===== src/design/wis_pkg.sv =====
// Shared types and constants for the windowed interval statistics unit.
package wis_pkg;

    localparam int WINDOW_BITS = 48;
    localparam logic [WINDOW_BITS-1:0] WINDOW_RESET = 48'd1000000000;

    typedef enum logic [4:0] {
        ST_IDLE   = 5'b00001,
        ST_UPDATE = 5'b00010,
        ST_CHECK  = 5'b00100,
        ST_DIVIDE = 5'b01000,
        ST_EMIT   = 5'b10000
    } state_t;

endpackage


===== src/design/windowed_interval_statistics_unit.sv =====
// Windowed interval statistics: count, sum, min, max and mean over a time window.
// A zero or negative interval is dropped on acceptance; the block is ready again at once.
// A positive interval passes through accept, update of count, saturating sum and min/max,
// and window compare; when the sum reaches window_length it goes on to the mean, computed
// by the serial divider that produces one quotient bit a cycle. A finished summary waits
// in the output register while the next interval is taken; only a second summary stalls
// behind it. window_length resets to one second in nanoseconds.
module windowed_interval_statistics_unit #(
    parameter int INTERVAL_BITS = 40,
    parameter int COUNT_BITS    = 32,
    parameter int SUM_BITS      = 48
) (
    input  logic                                   aclk,
    input  logic                                   aresetn,
    input  logic                                   cfg_wen,
    input  logic [wis_pkg::WINDOW_BITS-1:0]        cfg_wdata,
    input  logic                                   s_tvalid,
    output logic                                   s_tready,
    // interval_ns
    input  logic [((INTERVAL_BITS+7)/8)*8-1:0]     s_tdata,
    output logic                                   m_tvalid,
    input  logic                                   m_tready,
    // sample_count, total_duration, shortest_interval, longest_interval, mean_interval
    output logic [((COUNT_BITS+2*SUM_BITS+2*(INTERVAL_BITS-1)+7)/8)*8-1:0] m_tdata
);
    import wis_pkg::*;

    localparam int MAG_BITS  = INTERVAL_BITS - 1;
    localparam int OUT_W     = COUNT_BITS + 2 * SUM_BITS + 2 * MAG_BITS;
    localparam int M_W       = ((OUT_W + 7) / 8) * 8;
    localparam int ADD_W     = (SUM_BITS > MAG_BITS ? SUM_BITS : MAG_BITS) + 1;
    localparam int CMP_W     = SUM_BITS > WINDOW_BITS ? SUM_BITS : WINDOW_BITS;

    state_t                   state_reg, state_next;
    logic [WINDOW_BITS-1:0]   window_reg;
    logic [MAG_BITS-1:0]      raw_reg;
    logic [COUNT_BITS-1:0]    count_reg, count_next;
    logic [SUM_BITS-1:0]      sum_reg, sum_next;
    logic [MAG_BITS-1:0]      min_reg, min_next;
    logic [MAG_BITS-1:0]      max_reg, max_next;
    logic                     m_valid_reg, m_valid_next;
    logic [OUT_W-1:0]         out_reg, out_next;

    logic                     in_take;
    logic                     in_positive;
    logic [ADD_W-1:0]         sum_ext;
    logic                     first;
    logic                     div_start;
    logic                     div_done;
    logic [SUM_BITS-1:0]      div_quo;
    logic                     out_free;

    wis_div #(
        .DIVIDEND_BITS(SUM_BITS),
        .DIVISOR_BITS (COUNT_BITS)
    ) u_div (
        .aclk    (aclk),
        .aresetn (aresetn),
        .start   (div_start),
        .dividend(sum_reg),
        .divisor (count_reg),
        .done    (div_done),
        .quotient(div_quo)
    );

    assign s_tready    = (state_reg == ST_IDLE);
    assign in_take     = s_tvalid && s_tready;
    assign in_positive = !s_tdata[INTERVAL_BITS-1] && (s_tdata[MAG_BITS-1:0] != '0);
    assign out_free    = !m_valid_reg || m_tready;
    assign first       = (count_reg == '0);
    assign sum_ext     = ADD_W'(sum_reg) + ADD_W'(raw_reg);

    always_comb begin
        state_next   = state_reg;
        count_next   = count_reg;
        sum_next     = sum_reg;
        min_next     = min_reg;
        max_next     = max_reg;
        out_next     = out_reg;
        m_valid_next = m_valid_reg && !m_tready;
        div_start    = 1'b0;
        unique case (state_reg)
            ST_IDLE: begin
                if (in_take && in_positive) begin
                    state_next = ST_UPDATE;
                end
            end
            ST_UPDATE: begin
                if (first || raw_reg < min_reg) begin
                    min_next = raw_reg;
                end
                if (first || raw_reg > max_reg) begin
                    max_next = raw_reg;
                end
                if (count_reg != '1) begin
                    count_next = count_reg + COUNT_BITS'(1);
                end
                if (sum_ext > ADD_W'({SUM_BITS{1'b1}})) begin
                    sum_next = '1;
                end else begin
                    sum_next = sum_ext[SUM_BITS-1:0];
                end
                state_next = ST_CHECK;
            end
            ST_CHECK: begin
                if (CMP_W'(sum_reg) >= CMP_W'(window_reg)) begin
                    div_start  = 1'b1;
                    state_next = ST_DIVIDE;
                end else begin
                    state_next = ST_IDLE;
                end
            end
            ST_DIVIDE: begin
                if (div_done) begin
                    state_next = ST_EMIT;
                end
            end
            ST_EMIT: begin
                if (out_free) begin
                    out_next     = {div_quo, max_reg, min_reg, sum_reg, count_reg};
                    m_valid_next = 1'b1;
                    count_next   = '0;
                    sum_next     = '0;
                    min_next     = '0;
                    max_next     = '0;
                    state_next   = ST_IDLE;
                end
            end
            default: begin
                state_next = ST_IDLE;
            end
        endcase
    end

    always_ff @(posedge aclk) begin
        if (!aresetn) begin
            state_reg   <= ST_IDLE;
            window_reg  <= WINDOW_RESET;
            count_reg   <= '0;
            sum_reg     <= '0;
            min_reg     <= '0;
            max_reg     <= '0;
            m_valid_reg <= 1'b0;
        end else begin
            state_reg   <= state_next;
            count_reg   <= count_next;
            sum_reg     <= sum_next;
            min_reg     <= min_next;
            max_reg     <= max_next;
            m_valid_reg <= m_valid_next;
            if (cfg_wen) begin
                window_reg <= cfg_wdata;
            end
        end
    end

    always_ff @(posedge aclk) begin
        out_reg <= out_next;
        if (in_take) begin
            raw_reg <= s_tdata[MAG_BITS-1:0];
        end
    end

    assign m_tvalid = m_valid_reg;
    assign m_tdata  = M_W'(out_reg);

endmodule


===== src/design/wis_div.sv =====
// Restoring serial divider, one quotient bit per cycle.
module wis_div #(
    parameter int DIVIDEND_BITS = 48,
    parameter int DIVISOR_BITS  = 32
) (
    input  logic                     aclk,
    input  logic                     aresetn,
    input  logic                     start,
    input  logic [DIVIDEND_BITS-1:0] dividend,
    input  logic [DIVISOR_BITS-1:0]  divisor,
    output logic                     done,
    output logic [DIVIDEND_BITS-1:0] quotient
);
    localparam int CNT_W = $clog2(DIVIDEND_BITS + 1);

    logic                     busy_reg;
    logic                     done_reg;
    logic [CNT_W-1:0]         cnt_reg;
    logic [DIVISOR_BITS-1:0]  rem_reg;
    logic [DIVIDEND_BITS-1:0] quo_reg;
    logic [DIVISOR_BITS-1:0]  dsr_reg;

    logic [DIVISOR_BITS:0]    trial;
    logic [DIVISOR_BITS:0]    diff;
    logic                     fits;

    always_comb begin
        trial = {rem_reg, quo_reg[DIVIDEND_BITS-1]};
        fits  = trial >= {1'b0, dsr_reg};
        diff  = trial - {1'b0, dsr_reg};
    end

    always_ff @(posedge aclk) begin
        if (!aresetn) begin
            busy_reg <= 1'b0;
            done_reg <= 1'b0;
            cnt_reg  <= '0;
        end else begin
            done_reg <= 1'b0;
            if (start) begin
                busy_reg <= 1'b1;
                cnt_reg  <= CNT_W'(DIVIDEND_BITS);
            end else if (busy_reg) begin
                cnt_reg <= cnt_reg - CNT_W'(1);
                if (cnt_reg == CNT_W'(1)) begin
                    busy_reg <= 1'b0;
                    done_reg <= 1'b1;
                end
            end
        end
    end

    always_ff @(posedge aclk) begin
        if (start) begin
            rem_reg <= '0;
            quo_reg <= dividend;
            dsr_reg <= divisor;
        end else if (busy_reg) begin
            rem_reg <= fits ? diff[DIVISOR_BITS-1:0] : trial[DIVISOR_BITS-1:0];
            quo_reg <= {quo_reg[DIVIDEND_BITS-2:0], fits};
        end
    end

    assign done     = done_reg;
    assign quotient = quo_reg;

endmodule


===== config.mk =====
export PLATFORM = sky130hd
export DESIGN_NAME = windowed_interval_statistics_unit
export DESIGN_NICKNAME = d
export VERILOG_FILES = /design/src/design/wis_pkg.sv /design/src/design/windowed_interval_statistics_unit.sv /design/src/design/wis_div.sv
export SDC_FILE = /design/constraint.sdc
export NUM_CORES = 1
export LEC_CHECK = 0
export ABC_AREA = 1
export BUFFER_PORTS_ARGS = -buffer_cell sky130_fd_sc_hd__buf_2
export CORE_ASPECT_RATIO = 1.75
export CORE_MARGIN = 2
export CORE_UTILIZATION = 50
export CTS_CLUSTER_SIZE = 24
export DETAILED_ROUTE_END_ITERATION = 7
export PLACE_DENSITY_LB_ADDON = 0.3
export SLEW_MARGIN = 0
export SYNTH_ARGS = -nofsm -noshare
export SYNTH_HDL_FRONTEND = slang
export SYNTH_HIERARCHICAL = 1
export SYNTH_SLANG_ARGS = --single-unit

===== constraint.sdc =====
create_clock -name aclk -period 7 [get_ports aclk]
set_input_delay 0.35 -clock aclk [delete_from_list [all_inputs] [get_ports aclk]]
set_output_delay 0.35 -clock aclk [all_outputs]
set_load 0.01 [all_outputs]

# Word level (Yosys, flattened, before mapping)
# Cells that the tools add are included.
# W data, S select, Z words.
[classes] addsub=4 order_cmp=5 eq_ne=13 mux=29 n_bitwise=2 reduce_logical=22
[op_table] op="$mux W48" count=4
[op_table] op="$pmux W39 S2" count=2
[op_table] op="$mux W39" count=3
[op_table] op="$mux W32" count=3
[op_table] op="$pmux W48 S2" count=1
[op_table] op="$pmux W32 S2" count=1
[op_table] op="$add A48 B39 Y49" count=1
[op_table] op="$gt A49 B48 Y1 const B" count=1
[op_table] op="$ge A48 B48 Y1" count=1
[op_table] op="$gt A39 B39 Y1" count=1
[op_table] op="$lt A39 B39 Y1" count=1
[op_table] op="$reduce_bool A39 Y1" count=1
[op_table] op="$ge A33 B32 Y1" count=1
[op_table] op="$add A32 B1 Y32 const B" count=1
[op_table] op="$logic_not A32 Y1" count=1
[op_table] op="$ne A32 B32 Y1 const B" count=1
[op_table] op="$sub A32 B32 Y32" count=1
[op_table] op="$pmux W5 S5" count=1
[op_table] op="$mux W5" count=3
[op_table] op="$mux W6" count=2
[op_table] op="$reduce_and A3 Y1" count=4
[op_table] op="$mux W1" count=8
[op_table] op="$ne A2 B2 Y1 const B" count=4
[op_table] op="$eq A6 B1 Y1 const B" count=1
[op_table] op="16 further kinds" count=27
[word_totals] regBits=577 input_bits=93 out_inout_bits=210 wordCells=91

# Longest topological paths before layout
# Gate-level depths: netlist of run 1.
[logic_depth] ltp_word=5 depth_mapped=20 ltp_nobuf=18

# Cells and area by module
# The synthesis of run 1 kept the hierarchy.
[by_module_without_submodules] mod="windowed_interval_statistics_unit" instances=1 cells_per_inst=2969 area_per_inst_um2=23696.5
[by_module_without_submodules] mod="wis_div" instances=1 cells_per_inst=1068 area_per_inst_um2=7601.0

# Worst setup path before layout of run 1
# Ideal clock, no wire load.
[synth_path] path_kind="reg-to-reg" startpoint="reg state_reg[3]" endpoint="reg max_reg[29]" t_arrival_ns=4.760 t_required_ns=6.885 setup_slack_ns=2.125 path_stages_with_launch=13 n_path_buf=2 period_less_slack_ns=4.875 path_cell_list="dfxtp_1 > nor2_2 > inv_2 > nor3_4 > inv_2 > nor2_4 > nor2_2 > inv_2 > buf_4 > buf_2 > nand3_1 > nand2_1 > nor2_1"
[synth_via] elab_chain_cells=3 elab_cells_between_ends=7 classes_between="eq/ne: 4; mux: 1; reduce/logical: 2"
[synth_lines] item="start, declared" line_no="windowed_interval_statistics_unit.sv:34" text="state_t state_reg, state_next;"
[synth_lines] item="start signal, assigned" line_no="windowed_interval_statistics_unit.sv:145" text="state_reg <= state_next;"
[synth_lines] item="$eq A5 B2 Y1 or $eq A5 B5 Y1 (tied branches)" line_no="windowed_interval_statistics_unit.sv:82" text="unique case (state_reg)"
[synth_lines] item="$ne A2 B2 Y1 (no line) or $reduce_bool A2 Y1 (tied branches)"
[synth_lines] item="$reduce_and A3 Y1 (no line)"
[synth_lines] item="end signal, assigned" line_no="windowed_interval_statistics_unit.sv:149" text="max_reg <= max_next;"
[synth_lines] item="end, declared" line_no="windowed_interval_statistics_unit.sv:40" text="logic [MAG_BITS-1:0] max_reg, max_next;"
# Several ways; a longest one is shown, not always the timed one.
# A chain may end at the register's enable or synchronous reset.

# Worst setup path in the final report of run 1
[layout_path] startpoint="reg sum_reg[41]" endpoint="reg u_div.quo_reg[32], in the netlist u_div/quotient[32] (enable)"
[layout_via] elab_chain_cells=4
[layout_lines] item="start, declared" line_no="windowed_interval_statistics_unit.sv:38" text="logic [SUM_BITS-1:0] sum_reg, sum_next;"
[layout_lines] item="start signal, assigned" line_no="windowed_interval_statistics_unit.sv:147" text="sum_reg <= sum_next;"
[layout_lines] item="$ge A48 B48 Y1" line_no="windowed_interval_statistics_unit.sv:106" text="if (CMP_W'(sum_reg) >= CMP_W'(window_reg)) begin"
[layout_lines] item="$mux W1" line_no="windowed_interval_statistics_unit.sv:106"
[layout_lines] item="$mux W1" line_no="windowed_interval_statistics_unit.sv:82"
[layout_lines] item="named net div_start" line_no="windowed_interval_statistics_unit.sv:48" text="logic div_start;"
[layout_lines] item="$reduce_bool A2 Y1 (no line)"
[layout_lines] item="end signal, assigned" line_no="wis_div.sv:56" text="quo_reg <= dividend;"
[layout_lines] item="end signal, assigned" line_no="wis_div.sv:60" text="quo_reg <= {quo_reg[DIVIDEND_BITS-2:0], fits};"
[layout_lines] item="end, declared" line_no="wis_div.sv:20" text="logic [DIVIDEND_BITS-1:0] quo_reg;"
# The timed path passes the listed nets, and every way through them passes these cells.

==> results.txt, run 1 <==
status - finished, final reports clean
post-synthesis sequential area ratio - 47.3%
FF+latch area - 14800 sq um
clock root buffer master - clkbuf_16
max reg flops - 206
vias in the first global route - 26200
Initial DRC Count - 1851
setup violators final - 0
HP Start - s_tdata[12]
RSZ-0062 raised after global routing - false
Port Buffer Count - 300
Worst Path Class, Setup - reg -> reg
Vias/cell - 5.25
Mapped Area - 31300 sq um
Arr. time, crit path - 4.79 ns
Slowest-stage cell, CP - nor4_1
Worst Setup End Kind - register
YS warnings - 6
full die area - 64700 sq um
cell mode on critical path - nand2_1
Reg2Reg Launch Point - sum_reg[41]
first-pass GRT wire length - 148000 microns
R2R setup slack - 2.44 ns
GRT overflow - 0
EDFF count, synth - 325
CTS tree - yes
Vias - 27300
io pins - 303
max_cap viols - 0
Area growth syn-to-layout - 14.1%
syn avg cell area - 7.75 sq um
clock buffer depth - 3
CTS buffer count - 52
detailed-route wire length - 100000 microns
final core utilization - 57.6%
Pre-antenna DRT Iters - 5
worst-case clock skew - 0.0205 ns
number of distinct library cells after synthesis - 45
Worst setup SP type - register
count of state elements after synthesis - 577
CORE AREA - 62100 sq um
most frequent cells in the layout - nand2_1 (1304), inv_1 (608), nor2_1 (360)
Max-slew headroom - 24.7%
Starting Density - 50.4%
Rows - 121
Die Y - 335 microns
Hold Path End - raw_reg[12]
initial antenna violation count - 1
worst path required time - 7.23 ns
layout cell share with drive strength beyond 1 - 10.7%
# nets final - 4646
DRC violations left - 0
Die Wd - 193 microns
Clock Latency Late Sink - 0.61 ns
Multi-input gate area - 13600 sq um
All-Layer GR Usage - 30.6%
CP Cell Sequence - ha_1 -> nand2_1 -> nor2_1 -> nand2_1 -> nor4_1 -> nand4_1 -> nand4_1 -> nand2_1 -> inv_2 -> nor2_2 -> inv_2 -> buf_4
Max FO, Critical Path - 54
Reg clk slew, reported paths - 0.07 ns
fill count - 5769
Max VDD drop - 192 uV
worst-case reg-to-reg path depth - 12
Clock Sink Count - 577
fin crit share - 65.1%
post-detail-place hpwl - 75800 microns
HP Class - in -> reg
WL/cell - 19.2 microns
leakage power - 0.0167 uW
Fin. Hold Viols - 0
CTS H-Tree Depth - 2
Placer Congestion - 1.02
Async SR Flop Fraction - 0%
Power per Cell Area - 215 nW/um^2
Design Area, Final - 35700 sq um
fmax - 219 MHz
Syn Inst Count - 4037
Largest stage delay, worst path - 0.65 ns
ANT nets after route - 0
final critical-path required period - 4.56 ns
largest net degree at the start of global routing - 87
R2R Path End - u_div/quotient[32]
Primary FF master, synth - edfxtp_1
commonest non-fill, non-tap cell in the layout - nand2_1
max-slew violation count - 0
final setup TNS - 0 ns
area of placed instances - 33500 sq um
WHS Path Cells - 1
Worst Tran Pin Value - 1.13 ns
power breakdown:
group	total [uW]	switching (uW)	internal [uW]	leakage, uW
clock network	2970	1340	1630	0.000859
registers	3710	81.0	3630	0.00509
logic	1010	660	349	0.0107
total	7690	2080	5600	0.0167
area by class of cell:
cell class | count | area share, %
clock inverter | 35 | 0.911
antenna | 4 | 0.0280
tap | 799 | 2.80
sequential | 577 | 41.4
inverter | 621 | 6.53
multi-input combinational | 2726 | 38.2
clock buffer | 63 | 4.02
timing repair buffer | 373 | 6.09
critical path: cells and delay by family, from the launching register on:
| family | cells | cell delay (ns) |
|---|---|---|
| adder cells (fa/ha/maj) | 1 | 0.37 |
| buffers and inverters | 3 | 1.44 |
| flip-flops | 1 | 0.44 |
| AND/OR/NAND/NOR | 8 | 1.83 |
kinds of logic after synthesis:
family	after synthesis	share of synthesized area, %
xor gates and xnor gates	51	1.43
and+or+nand+nor	2085	27.6
AOI/OAI and AO/OA	386	6.37
adders and majority gates	202	8.12
other	1	0.0120
buffers and inverters	735	9.18
DFF	577	47.3
per-layer routing:
layer / global-route usage (%) / share of wire, % / vias to the layer above
li1: - / - / 13500
met1: 31.8 / 35 / 12500
met2: 54.1 / 50 / 937
met3: 3.23 / 4.7 / 324
met4: 26.5 / 10 / 0
met5: 0 / 0 / -
stage by stage:
step | total power [uW] | setup slack [ns] | hold WS [ns] | cells
after floorplan | 4470 | 2.12 | 0.408 | 4038
after global placement | 4740 | 2.67 | 0.427 | 5047
after detailed placement | 4760 | 2.59 | 0.423 | 5047
after CTS | 7730 | 2.55 | 0.00796 | 5194
after global routing | 7980 | 2.18 | 0.00765 | 5195
final | 7690 | 2.44 | 0.0223 | 5198
Yosys cell counts, types with 21 or more instances:
library cell  count  share of area, %
o21ai_0          71               1.1
inv_1           612               7.3
edfxtp_1        325                31
xnor2_1          39               1.1
nor2_1          362               4.3
nor4_1           21              0.42
dfxtp_1         252                16
buf_2            29              0.46
clkbuf_1         59              0.71
nor3_1           37              0.59
nand4_1          46              0.92
nand2_1        1306                16
nand3_1         245               3.9
ha_1            200               8.0
a21oi_1         276               4.4
how the worst max path moves through the flow:
stage	from	endpoint	slack, ns	cells after the start
after global routing	sum_reg[41]	u_div/quotient[32]	2.18	12
after floorplan	state_reg[3]	max_reg[29]	2.12	12
after global placement	sum_reg[47]	u_div/quotient[34]	2.67	12
final	sum_reg[41]	u_div/quotient[32]	2.44	12
after CTS	sum_reg[41]	u_div/quotient[28]	2.55	12
after detailed placement	sum_reg[41]	u_div/quotient[34]	2.59	12
what timing repair did:
item	CTS	global route
endpoints found under the hold margin	49	0
setup buffers	0	0
resized for setup	0	0
hold buffers	49	0
Power figures use the tool's default switching activity.
==> inputs of run 2 (changes only) <==
Settings changed: ABC_AREA 1 to 0.
Clock period 7 ns to 3.76 ns, I/O delays scaled along.
==> run 2 against run 1 <==
Effect of this change:
- non-clock buffer count rose by 68
- final area down 8.4%
- clock skew increased by 0.015 ns
- sequential share of layout area rose by 3.8 points
- die area is 12% lower
- largest power group unchanged
- first-iteration DRC count decreased by 26%
==> results.txt, run 2 <==
status - finished, final reports clean
worst-case clock skew - 0.0356 ns
max_cap viols - 0
largest area contributor in the netlist - edfxtp_1
Worst Setup End Kind - register
Vias/cell - 5.78
leakage power - 0.0135 uW
Port Buffer Count - 300
pre-CTS WS - 0.347 ns
Clock Latency Late Sink - 0.61 ns
final setup TNS - 0 ns
WL/cell - 21.6 microns
All-Layer GR Usage - 27.3%
EDFF count, synth - 325
HP Class - in -> reg
Max FO, Critical Path - 22
Area growth syn-to-layout - 18.5%
most instantiated cells after synthesis - edfxtp_1 (325), dfxtp_1 (252), nand2_1 (231), ha_1 (200), inv_1 (187)
placed cells - 3483
Max-slew headroom - 31.4%
Vias - 21200
# nets final - 3222
largest net degree at the start of global routing - 153
RSZ-0062 raised after global routing - false
max reg flops - 206
post-synthesis sequential area ratio - 53.6%
Die Y - 315 microns
CTS H-Tree Depth - 2
Arr. time, crit path - 3.82 ns
full die area - 57200 sq um
Fin. Hold Viols - 0
fmax - 286 MHz
Syn Inst Count - 2546
fin crit share - 93.0%
Rows - 114
Reg clk slew, reported paths - 0.07 ns
Clock Sink Count - 577
ANT nets after route - 0
max-slew violation count - 0
io pins - 303
setup violators final - 0
worst path required time - 4.09 ns
syn avg cell area - 10.8 sq um
Power per Cell Area - 492 nW/um^2
Setup WS post-layout - 0.263 ns
number of distinct library cells after synthesis - 92
Worst Path Class, Setup - reg -> reg
Layout Cells excl Fill - 3667
commonest non-fill, non-tap cell in the layout - edfxtp_1
Starting Density - 50.3%
most frequent cell after synthesis - edfxtp_1
post-detail-place hpwl - 59100 microns
synth top area cells - edfxtp_1 (35%), dfxtp_1 (18%), ha_1 (9.1%)
CTS tree - yes
Async SR Flop Fraction - 0%
Detail Route met2 WL - 41100 microns
vias in the first global route - 21500
initial antenna violation count - 3
clock root buffer master - clkbuf_16
count of state elements after synthesis - 577
CORE AREA - 54900 sq um
detailed-route wire length - 79200 microns
final core utilization - 59.6%
final critical-path required period - 3.50 ns
R2R setup slack - 0.26 ns
Max VDD drop - 560 uV
first-pass GRT wire length - 121000 microns
Primary FF master, synth - edfxtp_1
Die Wd - 182 microns
Pre-antenna DRT Iters - 5
Max Used Layer - met5
most frequent cells in the layout - edfxtp_1 (325), buf_2 (299), dfxtp_1 (251)
Mapped Area - 27600 sq um
Worst setup SP type - register
YS warnings - 6
Placer Congestion - 1.01
DRC violations left - 0
Worst Tran Pin Value - 1.03 ns
layout cell share with drive strength beyond 1 - 17.9%
Total Power - 16100 uW
GRT overflow - 0
post-synth top area share - 35.4%
CTS buffer count - 50
WL met3 - 3670 microns
DRT met1 WL - 29300 microns
clock buffer depth - 3
Initial DRC Count - 1377
run 2: cell types whose count changed after synthesis, moves of 25 or more:
cell,before,now
inv_1,612,187
mux2i_1,0,91
a21o_1,3,75
mux2_2,0,48
o21ai_1,14,52
nand3_1,245,92
nand2_1,1306,231
xor2_1,12,41
a21oi_1,276,139
nor2_1,362,172
o211ai_1,0,25
run 2: what timing repair did:
item,4_1_cts,5_1_grt
hold buffers,88,0
setup endpoints to repair,0,1
hold endpoints to repair,89,0
gates resized for setup,0,1
setup buffers,0,0
run 2: logic make-up (layout without fill, tap and decap cells):
logic type,count (synthesis),in the layout,share of synthesized area (%)
adders and majority gates,202,202,9.21
AOI/OAI and AO/OA,540,540,12.9
muxes,139,139,5.26
DFF,577,577,53.6
buffers and inverters,302,724,4.31
xor gates and xnor gates,89,89,2.82
and+or+nand+nor,696,696,11.8
other,1,4,0.0136
run 2: through the flow:
stage	hold WS (ns)	cell area [sq um]
after floorplan	0.287	27700
after global placement	0.383	30100
after detailed placement	0.382	30100
after CTS	0.0352	32700
after global routing	0.0659	32700
final	0.0602	32700
run 2: layer usage:
metal / up-vias / GRT usage, %
li1: 10000 / -
met1: 10200 / 29.6
met2: 721 / 50.4
met3: 223 / 3.58
met4: 4 / 16.5
met5: - / 0
run 2: worst paths after layout:
path              depth (start not counted)               start                 end
setup / recovery                         13         sum_reg[25]  u_div/quotient[36]
hold / removal                            2             aresetn      window_reg[29]
setup reg to reg                         13         sum_reg[25]  u_div/quotient[36]
hold reg to reg                           0  u_div/quotient[14]        out_reg[172]
run 2: layout make-up:
cell class                 count  area [sq um]
clock inverter                31           355
tap                          696           871
timing repair buffer         441          2860
multi-input combinational   1668         11700
antenna                        2          5.00
inverter                     189           721
clock buffer                  63          1410
sequential                   577         14800
fill                        4430         22200
run 2: critical path, cell delays in order, from the launching register on:
cell	delay, ns
dfxtp_4	0.42
ha_4	0.22
a21o_1	0.17
a21o_1	0.15
a21o_1	0.15
a21o_1	0.15
a21oi_1	0.22
o21ai_1	0.11
or3_1	0.36
a31oi_2	0.21
o21ai_4	0.11
nor2_4	0.41
clkinvlp_4	0.23
buf_4	0.27
run 2: where the power goes:
group	total (uW)	leakage [uW]	switching (uW)	internal, uW
combinational	3070	0.00748	1820	1240
clock	5560	0.000848	2450	3110
sequential	7490	0.00513	436	7050
